**config.mk**
```make
export PLATFORM = sky130hd
export DESIGN_NAME = bls_ram
export DESIGN_NICKNAME = d
export VERILOG_FILES = /design/src/rtl/bls_ram.sv
export SDC_FILE = /design/constraint.sdc
export NUM_CORES = 2
export LEC_CHECK = 0
export BUFFER_PORTS_ARGS = -buffer_cell sky130_fd_sc_hd__buf_2
export CORE_ASPECT_RATIO = 2
export CORE_MARGIN = 10
export CORE_UTILIZATION = 60
export DETAILED_ROUTE_END_ITERATION = 10
export MAX_ROUTING_LAYER = met4
export PLACE_DENSITY = 0.76
export SYNTH_ARGS = -nofsm -noshare
export SYNTH_HDL_FRONTEND = slang
export SYNTH_SLANG_ARGS = --single-unit
export TNS_END_PERCENT = 50
```
**constraint.sdc**
```tcl
create_clock -name i_clk -period 2.8 [get_ports i_clk]
set_input_delay 0.56 -clock i_clk [delete_from_list [all_inputs] [get_ports i_clk]]
set_output_delay 0.56 -clock i_clk [all_outputs]
set_load 0.01 [all_outputs]
```
**src/rtl/bls_ram.sv**
```systemverilog
// ----------------------------------------------------------------------------
// Generic RAM
// One write port, one read port, read data registered.
// ----------------------------------------------------------------------------
module bls_ram #(
    parameter int WIDTH = 8,
    parameter int DEPTH = 256,
    localparam int AW   = $clog2(DEPTH)
) (
    input  logic             i_clk,
    input  logic             i_we,
    input  logic [AW-1:0]    i_waddr,
    input  logic [WIDTH-1:0] i_wdata,
    input  logic [AW-1:0]    i_raddr,
    output logic [WIDTH-1:0] o_rdata
);

    logic [WIDTH-1:0] r_mem [DEPTH];

    always_ff @(posedge i_clk) begin
        if (i_we) begin
            r_mem[i_waddr] <= i_wdata;
        end
        o_rdata <= r_mem[i_raddr];
    end

endmodule

```
==> results.ini <==
[status]
status = finished, violations left
violations = negative setup slack

[worst_setup_path]
reg2reg_depth = 8
criticalPathCategory = flip-flop to flip-flop
cp_max_fo = 1
cp.required_ps = 3500
start_kind = flip-flop
end_kind = flip-flop
cp.arrival_ps = 3540

[floorplanning]
rows = 189
core_area_mm2 = 0.132
start_util = 0.602
die_y_um = 535
ios = 34
die_area_mm2 = 0.148
dieWidth_um = 277

[logic_synthesis]
netlist-cell-type-count = 55
synth_nets = 3759
syn_inst = 3733
yosys.area.top_type_share = 0.773
synth_top_area_cell = edfxtp_1
synth_warnings = 0
ys_top_cells_by_area = edfxtp_1 77%, mux4_2 13%, mux2i_1 1.7%
yosysMostFrequentCell = edfxtp_1
synth_flop_cell = edfxtp_1
synth_edf_count = 2048
netlist_area_mm2 = 0.0796
yosysSeqAreaShare = 0.775
postSynthAreaPerCell_um2 = 21.3
synth-async-reset-ratio = 0
synth_seq_cells = 2056
synth_commonest_cells = 2048 x edfxtp_1, 454 x mux4_2, 282 x nor2_1

[pwr]
seqPwrFrac = 0.555
p_clk_frac = 0.387
p_leak_nw = 29.6
p_per_area_mw_per_mm2 = 668
comb_power_share = 0.058
swShare = 0.210
p_int_mw = 48.4
p_sw_mw = 12.9
irDropWorstVdd_mv = 0.795
total_power_mw = 61.2

[clock_network]
clock_latency_ps = 810
clk_pin_slew_ps = 70
ctsHtreeMaxLevel = 4
clockRootBuffer = clkbuf_16
clk_path_buf_depth = 3
cts_tree = yes
clock-sinks = 2056
post-cts-setup-buffer-count = 0
cts_resized = 4
cts_buffers = 160
postCtsHoldBufs = 0

[layout]
nFillCells = 7539
syn2layout_area_growth_pct = 15.2
design_area_mm2 = 0.0917
drive_above_1_share = 0.310
fin_util = 0.694
nets = 4352

[routing]
drtIter0Drc = 5186
wire_per_inst_um = 34.6
drcViolationCount = 0
wirelength_mm = 214
vias = 42100
avgViaCountPerCell = 6.81
drtAntennaViolNets = 0
drt_first_pass_iters = 6

[placement]
hpwl_mm = 140
dpl_cell_area_mm2 = 0.0862
io_buffer_count = 33
gp_congestion = 0.962

[worst_hold_path]
hold_depth = 1
hp-class = input pin to flip-flop

[timing]
finalWorstSetupSlack_ps = -40.5
rsz0062_at_grt = no
hold_ws_ps = 195
finalHoldViolations = 0
period_minus_slack_ps = 2840
relSlewSlack = 0.207
fin_skew_ps = 24.0
tightest_slew_ps = 1190
slew_viol_final = 0
post-route-period-util = 1.01
setup_viol = 1
clock.fmax_ghz = 0.352

[grt]
grt_usage = 0.297
grt_pass1_wl_mm = 307
grt_remaining_overflow = 0
grt_max_degree = 92
grt_pass1_vias = 43800
antenna_found_initial = 7

[run]
cap_violations = 0

[sequential cells by signal, indices dropped and copies added, names as in the netlist]
name and count:
o_rdata 8, r_mem 2048
[layout make-up]
| cell class | instances | area, µm² | share of cell area |
|---|---|---|---|
| sequential | 2056 | 61700 | 0.673 |
| inverter | 2 | 7.51 | 0.0000819 |
| multi-input combinational | 1442 | 16500 | 0.180 |
| clock inverter | 100 | 1210 | 0.0132 |
| clock buffer | 192 | 4230 | 0.0461 |
| antenna | 9 | 22.5 | 0.000246 |
| timing repair buffer | 664 | 5890 | 0.0642 |
| tap | 1719 | 2150 | 0.0235 |
[cell families after synthesis]
family | Yosys count | share of synthesized area
AO/OA/AOI/OAI | 385 | 0.0342
buffers and inverters | 235 | 0.0183
flip-flops | 2056 | 0.775
multiplexers | 591 | 0.146
AND/OR/NAND/NOR | 466 | 0.0263
[layer usage]
metal | global-route usage | share of wire | up-vias | wire length [µm]
met3 | 0.0487 | 0.077 | 769 | 16400
met2 | 0.517 | 0.54 | 2677 | 115000
met5 | - | 0 | - | 0
met4 | 0.204 | 0.082 | 0 | 17700
met1 | 0.304 | 0.30 | 21900 | 64700
li1 | - | - | 16800 | -
[power by group through the flow]
| stage | combinational [mW] | clock [mW] | sequential [mW] |
|---|---|---|---|
| 2_1_floorplan | 1.65 | 0 | 34.6 |
| 4_1_cts | 3.53 | 23.9 | 34.0 |
| 3_5_place_dp | 3.48 | 0 | 34.6 |
| 5_1_grt | 3.68 | 24.9 | 33.9 |
| 6_report | 3.56 | 23.7 | 34.0 |
| 3_3_place_gp | 3.41 | 0 | 34.6 |
[cells in the final DEF (no fill, tap or decap), types with 34 or more instances in the layout]
cell type and n:
edfxtp_1 2048, buf_4 562, mux4_2 454, nor2_1 279
clkbuf_16 165, mux2i_1 134, a22oi_1 133, a21oi_1 96
buf_12 71, o221ai_1 46, nand3_1 34
[worst max-delay path, stage by stage (launching register included)]
cell and delay (ps):
edfxtp_1 390, mux4_2 510, mux4_2 500, nor2_1 190
a2111oi_0 130, buf_4 190, nor3_1 560, buf_4 230
nor4_2 40
[path summary, 6_finish.rpt]
path	slack [ps]	startpoint	to
min reg2reg	1120	r_mem[107][7]	o_rdata[7]
min	190	i_wdata[6]	r_mem[52][6]
max	-40	r_mem[137][0]	o_rdata[0]
max reg2reg	-40	r_mem[137][0]	o_rdata[0]
[metrics by stage]
step           instances  setup slack [ps]  TNS (ps)
2_1_floorplan       3733               302         0
3_3_place_gp        5883              -881     -5610
3_5_place_dp        5883             -1070     -5880
4_1_cts             6175              6.85         0
5_1_grt             6182              11.1         0
6_report            6184             -40.5     -40.5
(Power assumes the default switching activity.)
