--- src/rtl/bls_pkg.sv ---
// ----------------------------------------------------------------------------
// Bilinear sampler package
// Shared constants, edge-mode and configuration-index codes.
// ----------------------------------------------------------------------------
package bls_pkg;

    localparam int MAX_ROWS_DEF      = 256;
    localparam int MAX_COLUMNS_DEF   = 256;
    localparam int FRACTION_BITS_DEF = 8;

    localparam int COORD_W   = 24;   // signed sample coordinate width
    localparam int DIM_REG_W = 9;    // image_rows / image_columns register width
    localparam int PIX_W     = 8;    // pixel width
    localparam int CFG_IDX_W = 2;

    typedef enum logic [1:0] {
        EDGE_CONST  = 2'd0,
        EDGE_MIRROR = 2'd1,
        EDGE_WRAP   = 2'd2
    } t_edge_mode;

    typedef enum logic [CFG_IDX_W-1:0] {
        CFG_ROWS      = 2'd0,
        CFG_COLUMNS   = 2'd1,
        CFG_EDGE_MODE = 2'd2,
        CFG_FILL      = 2'd3
    } t_cfg_index;

    localparam logic OP_LOAD   = 1'b0;
    localparam logic OP_SAMPLE = 1'b1;

endpackage

--- src/rtl/bls_axis.sv ---
// ----------------------------------------------------------------------------
// Bilinear sampler coordinate unit
// Fold one signed fixed-point coordinate by the edge mode and give the two
// neighbour indices and the fraction. Modulo runs one quotient bit a stage.
// ----------------------------------------------------------------------------
module bls_axis #(
    parameter int MAX_DIM   = bls_pkg::MAX_ROWS_DEF,
    parameter int FRAC_BITS = bls_pkg::FRACTION_BITS_DEF,
    localparam int DW       = $clog2(MAX_DIM + 1),
    localparam int IW       = $clog2(MAX_DIM)
) (
    input  logic                               i_clk,
    input  logic signed [bls_pkg::COORD_W-1:0] i_x,
    input  logic        [DW-1:0]               i_dim,
    input  bls_pkg::t_edge_mode                i_mode,
    output logic        [IW-1:0]               o_index0,
    output logic        [IW-1:0]               o_index1,
    output logic        [FRAC_BITS-1:0]        o_frac,
    output logic                               o_outside,
    output logic                               o_next_ok
);
    import bls_pkg::*;

    localparam int QW  = COORD_W - FRAC_BITS;
    localparam int DFW = DW + FRAC_BITS;
    localparam int XW  = ((DFW > COORD_W) ? DFW : COORD_W) + 1;

    logic [COORD_W-1:0] mag;

    logic        [DW-1:0]        r_rem  [QW];
    logic        [QW-1:0]        r_q    [QW];
    logic signed [COORD_W-1:0]   r_x    [QW];
    logic        [FRAC_BITS-1:0] r_frac [QW];

    assign mag = i_x[COORD_W-1] ? (~i_x + COORD_W'(1)) : i_x;

    // restoring remainder of the integer magnitude by the dimension
    for (genvar g = 0; g < QW; g++) begin : g_stage
        logic        [DW-1:0]        prev_rem;
        logic        [QW-1:0]        prev_q;
        logic signed [COORD_W-1:0]   prev_x;
        logic        [FRAC_BITS-1:0] prev_frac;
        logic        [DW:0]          sh;

        if (g == 0) begin : g_first
            assign prev_rem  = '0;
            assign prev_q    = mag[COORD_W-1:FRAC_BITS];
            assign prev_x    = i_x;
            assign prev_frac = mag[FRAC_BITS-1:0];
        end else begin : g_next
            assign prev_rem  = r_rem[g-1];
            assign prev_q    = r_q[g-1];
            assign prev_x    = r_x[g-1];
            assign prev_frac = r_frac[g-1];
        end

        assign sh = {prev_rem, prev_q[QW-1-g]};

        always_ff @(posedge i_clk) begin
            if (sh >= {1'b0, i_dim}) begin
                r_rem[g] <= DW'(sh - {1'b0, i_dim});
            end else begin
                r_rem[g] <= DW'(sh);
            end
            r_q[g]    <= prev_q;
            r_x[g]    <= prev_x;
            r_frac[g] <= prev_frac;
        end
    end

    logic signed [COORD_W-1:0] x;
    logic                      neg;
    logic        [DFW-1:0]     m;
    logic        [DFW-1:0]     d;
    logic        [DFW-1:0]     d_last;
    logic        [DFW-1:0]     d_minus_m;
    logic signed [XW-1:0]      x_w;
    logic signed [XW-1:0]      d_w;
    logic        [DFW-1:0]     res;
    logic        [DW-1:0]      i0;
    logic        [DW-1:0]      p;
    logic        [DW-1:0]      i1;

    assign x         = r_x[QW-1];
    assign neg       = x[COORD_W-1];
    assign m         = {r_rem[QW-1], r_frac[QW-1]};
    assign d         = {i_dim, {FRAC_BITS{1'b0}}};
    assign d_last    = {i_dim - DW'(1), {FRAC_BITS{1'b0}}};
    assign d_minus_m = d - m;
    assign x_w       = XW'(x);
    assign d_w       = signed'(XW'(d));

    always_comb begin
        case (i_mode)
            EDGE_WRAP: begin
                if (neg) begin
                    res = (m == '0) ? '0 : d_minus_m;
                end else begin
                    res = m;
                end
            end
            EDGE_MIRROR: begin
                if (neg || x_w < d_w) begin
                    res = m;
                end else if (x_w == d_w || m == '0) begin
                    res = d_last;
                end else begin
                    res = d_minus_m;
                end
            end
            default: res = x_w[DFW-1:0];
        endcase
    end

    assign i0 = res[DFW-1:FRAC_BITS];
    assign p  = i0 + DW'(1);

    always_comb begin
        case (i_mode)
            EDGE_MIRROR: i1 = (p == i_dim) ? (i_dim - DW'(1)) : p;
            EDGE_WRAP:   i1 = (p == i_dim) ? '0 : p;
            default:     i1 = p;
        endcase
    end

    always_ff @(posedge i_clk) begin
        o_index0  <= IW'(i0);
        o_index1  <= IW'(i1);
        o_frac    <= res[FRAC_BITS-1:0];
        o_outside <= (i_mode == EDGE_CONST) && (neg || x_w >= d_w);
        o_next_ok <= (i_mode != EDGE_CONST) || (p < i_dim);
    end

endmodule

--- config.mk ---
export PLATFORM = sky130hd
export DESIGN_NAME = bls_axis
export DESIGN_NICKNAME = d
export VERILOG_FILES = /design/src/rtl/bls_pkg.sv /design/src/rtl/bls_axis.sv
export SDC_FILE = /design/constraint.sdc
export NUM_CORES = 1
export LEC_CHECK = 0
export BUFFER_PORTS_ARGS = -buffer_cell sky130_fd_sc_hd__buf_2
export CAP_MARGIN = 10
export CORE_UTILIZATION = 61
export CTS_CLUSTER_SIZE = 14
export DETAILED_ROUTE_END_ITERATION = 6
export PLACE_DENSITY = 0.83
export SLEW_MARGIN = 20
export SYNTH_ARGS = -nofsm -noshare
export SYNTH_HDL_FRONTEND = slang
export SYNTH_SLANG_ARGS = --single-unit
--- constraint.sdc ---
create_clock -name i_clk -period 10.4 [get_ports i_clk]
set_clock_uncertainty 0.2 [all_clocks]
set_input_delay 3.12 -clock i_clk [delete_from_list [all_inputs] [get_ports i_clk]]
set_output_delay 3.12 -clock i_clk [all_outputs]
set_load 0.02 [all_outputs]
==> results.txt <==
Outcome: finished, final reports clean
Worst vdd ir: 0.2522 mV
Crit path launch type: input port
CP Data Arrival Time: 8.67 ns
CTS tree: yes
Post-synth cell types: 75
Final ANT Viol Nets: 0
Post-synthesis sequential area ratio: 62.64%
Post-synth top area share: 62.64%
CTS sink count: 786
Total inserted antenna cells: 0
Max-cap viol count: 0
P_sw: 2.529 mW
Number of port buffers: 61
Final Hold Fails: 0
RSZ-0062 raised after global routing: false
Die W: 204.9 um
Slowest CP cell: nor3_1
Mapped Cells: 2102
Clk buf depth: 3
First-pass DRT Iterations: 5
Post-CTS Resized: 0
Share of layout cells above drive strength 1: 10.21%
Synth area leader: dfxtp_1
Final setup fails: 0
Initial Util: 62.51%
Dpl ws: 1.397 ns
Slew HR: 31.15%
Worst EP required: 10.68 ns
Worst path top cell family by delay: compound AO/OA/AOI/OAI gates
Gp weighted congestion: 0.8830
DR vias/cell: 5.676
Post-CTS setup buffers: 0
Top-count cell post-synth: dfxtp_1
FF+latch count, synth: 786
Critical path buffers and inverters: 3
Num ports: 62
Remaining global-route overflow: 0
Setup TNS: 0 ns
Minimum clock period: 8.390 ns
Initial antenna violation count: 0
CP max stage delay: 0.65 ns
H-tree Lvls: 3
Final hold slack: 0.1126 ns
Power per cell area: 297.2 nW/um^2
WL/cell: 20.43 um
Hold Crit Class: reg -> reg
Warnings from Yosys: 0
Highest clock rate: 119.2 MHz
Sequential Area: 15740 sq um
HPWL after detailed placement: 33880 um
Fill cells: 2617
Post-synth EDFFs: 0
Nets@finish: 2445
Final WS setup: 2.010 ns
CTS Buf Count: 73
Synth Net Count: 2324
Mean Syn Cell Area: 11.95 sq um
Multi-input logic area: 8979 sq um
Design internal power: 5.917 mW
Synthesized area: 25120 sq um
All-layer global routing usage: 27.37%
Asr flop ratio synth: 0%
Area grow syn2layout: 13.14%
CTS root buffer: clkbuf_16
Vias in the first global route: 16.66k
Worst-Skew Late Latency: 0.61 ns
Sw Share: 29.95%
First-pass GRT wire length: 88230 um
Largest net degree at the start of global routing: 27
Pleak: 12.50 nW
Slew @ Worst Pin: 1.026 ns
Post-synth top cells: 786 x dfxtp_1, 171 x ha_1, 155 x a21oi_1
Die Y: 204.9 um
Die ar.: 42000 sq um
Combinational Power Share: 25.1%
Final slew viol count: 0
CP endpoint kind: flip-flop
Fin crit share: 80.68%
DR vias: 15.83k
CP Class: in -> reg
1st-iter DRT viols: 1029
Residual DRC count: 0
Worst Path Max Fanout: 24
Crit-path most repeated cell: o21a_1
Flop pwr share: 43.6%
Hold_buf cts: 0
Prevailing post-synth register cell: dfxtp_1
Total wire length: 56970 um
Largest cells by area after synthesis: dfxtp_1 63%, ha_1 8.5%, xnor2_1 3.8%
Final Power: 8.446 mW
Clock share of power: 31.3%
FP Rows: 73
Placeable Area: 40190 sq um
CTS clk-pin slew, worst paths: 0.06 ns
==> state kept, by name, summed over array words and instances, names as in the netlist <==
register	cells
r_rem	144
o_next_ok	1
r_frac	128
r_q	120
o_index1	8
o_frac	8
o_outside	1
o_index0	8
r_x	368
==> cell families (layout without fill, tap and decap cells) <==
family	count (synthesis)	after routing	synth area share, %
flip-flops	786	786	62.64
adder cells (fa/ha/maj)	186	186	9.713
AND/OR/NAND/NOR	431	431	8.926
AO/OA/AOI/OAI	429	429	11.01
XOR/XNOR	129	129	4.498
multiplexers	36	36	1.599
buffers and inverters	105	266	1.619
==> placed cells by master (no fill, tap or decap), drive strengths merged, types with 33 or more instances in the layout <==
master	netlist	routed
xnor2	108	108
a21oi	155	155
a21o	88	88
dfxtp	786	786
buf	6	73
nand2	50	50
o21ai	58	58
nor2b	56	56
nand2b	43	43
inv	76	80
clkbuf	21	95
nor2	156	156
ha	171	171
mux2	33	33
nand4	35	35
==> worst reg2reg max path, cell delays in order (launching register included) <==
cell      delay (ns)
dfxtp_1         0.42
ha_1            0.28
nor2b_1         0.14
o21a_1          0.16
o21a_1          0.17
o21a_1          0.16
o21a_1          0.16
o21a_1          0.16
o21a_1          0.16
o21ai_0         0.14
nand2_1         0.08
ha_1            0.49
nand2_1         0.22
nor2_1          0.08
a211oi_2        0.42
inv_1           0.18
ha_1            0.26
and2_1          0.17
nand4b_2        0.12
nand3b_1        0.14
xor2_1          0.08
ha_1            0.30
nand2_1         0.08
nor3_1          0.65
o21ai_0         0.25
a22o_1          0.27
==> worst paths after layout <==
| path | from | slack [ns] | endpoint | cells after the start |
|---|---|---|---|---|
| setup reg to reg | r_x[1][177] | 4.35 | o_index1[2] | 25 |
| hold / removal | r_x[1][35] | 0.11 | r_x[1][59] | 0 |
| setup / recovery | i_dim[1] | 2.01 | o_index1[2] | 27 |
| hold reg to reg | r_x[1][35] | 0.11 | r_x[1][59] | 0 |
==> through the flow <==
step,cell area [sq um],utilization (%),instances
finish,28420,70.72,2788
global route,28420,70.72,2788
CTS,28420,70.72,2788
detailed placement,26060,64.84,2673
global placement,26060,64.84,2673
floorplan,25120,-,2102
==> power groups by stage <==
stage	clock network, mW	registers, mW	logic (mW)
final	2.64	3.68	2.12
after detailed placement	0	3.73	2.07
after global routing	2.81	3.72	2.36
after CTS	2.69	3.68	2.11
after floorplan	0	3.68	1.65
after global placement	0	3.71	1.99
==> per-layer routing <==
layer  vias to the layer above  routed length, um  track usage [%]
met5                         -                  0                0
met4                         0               2693            14.05
met3                       193               2949            5.075
met2                       548              29550            50.63
met1                      7555              21780            29.52
li1                       7530                  -                -
==> area by class of cell <==
type                       count  share of cell area [%]
sequential                   786                   55.36
multi-input combinational   1211                   31.59
clock buffer                  95                   7.035
tap                          525                   2.311
timing repair buffer          73                   1.391
clock inverter                20                   1.277
inverter                      78                   1.030
No activity file was read; power rests on OpenSTA's default activity.
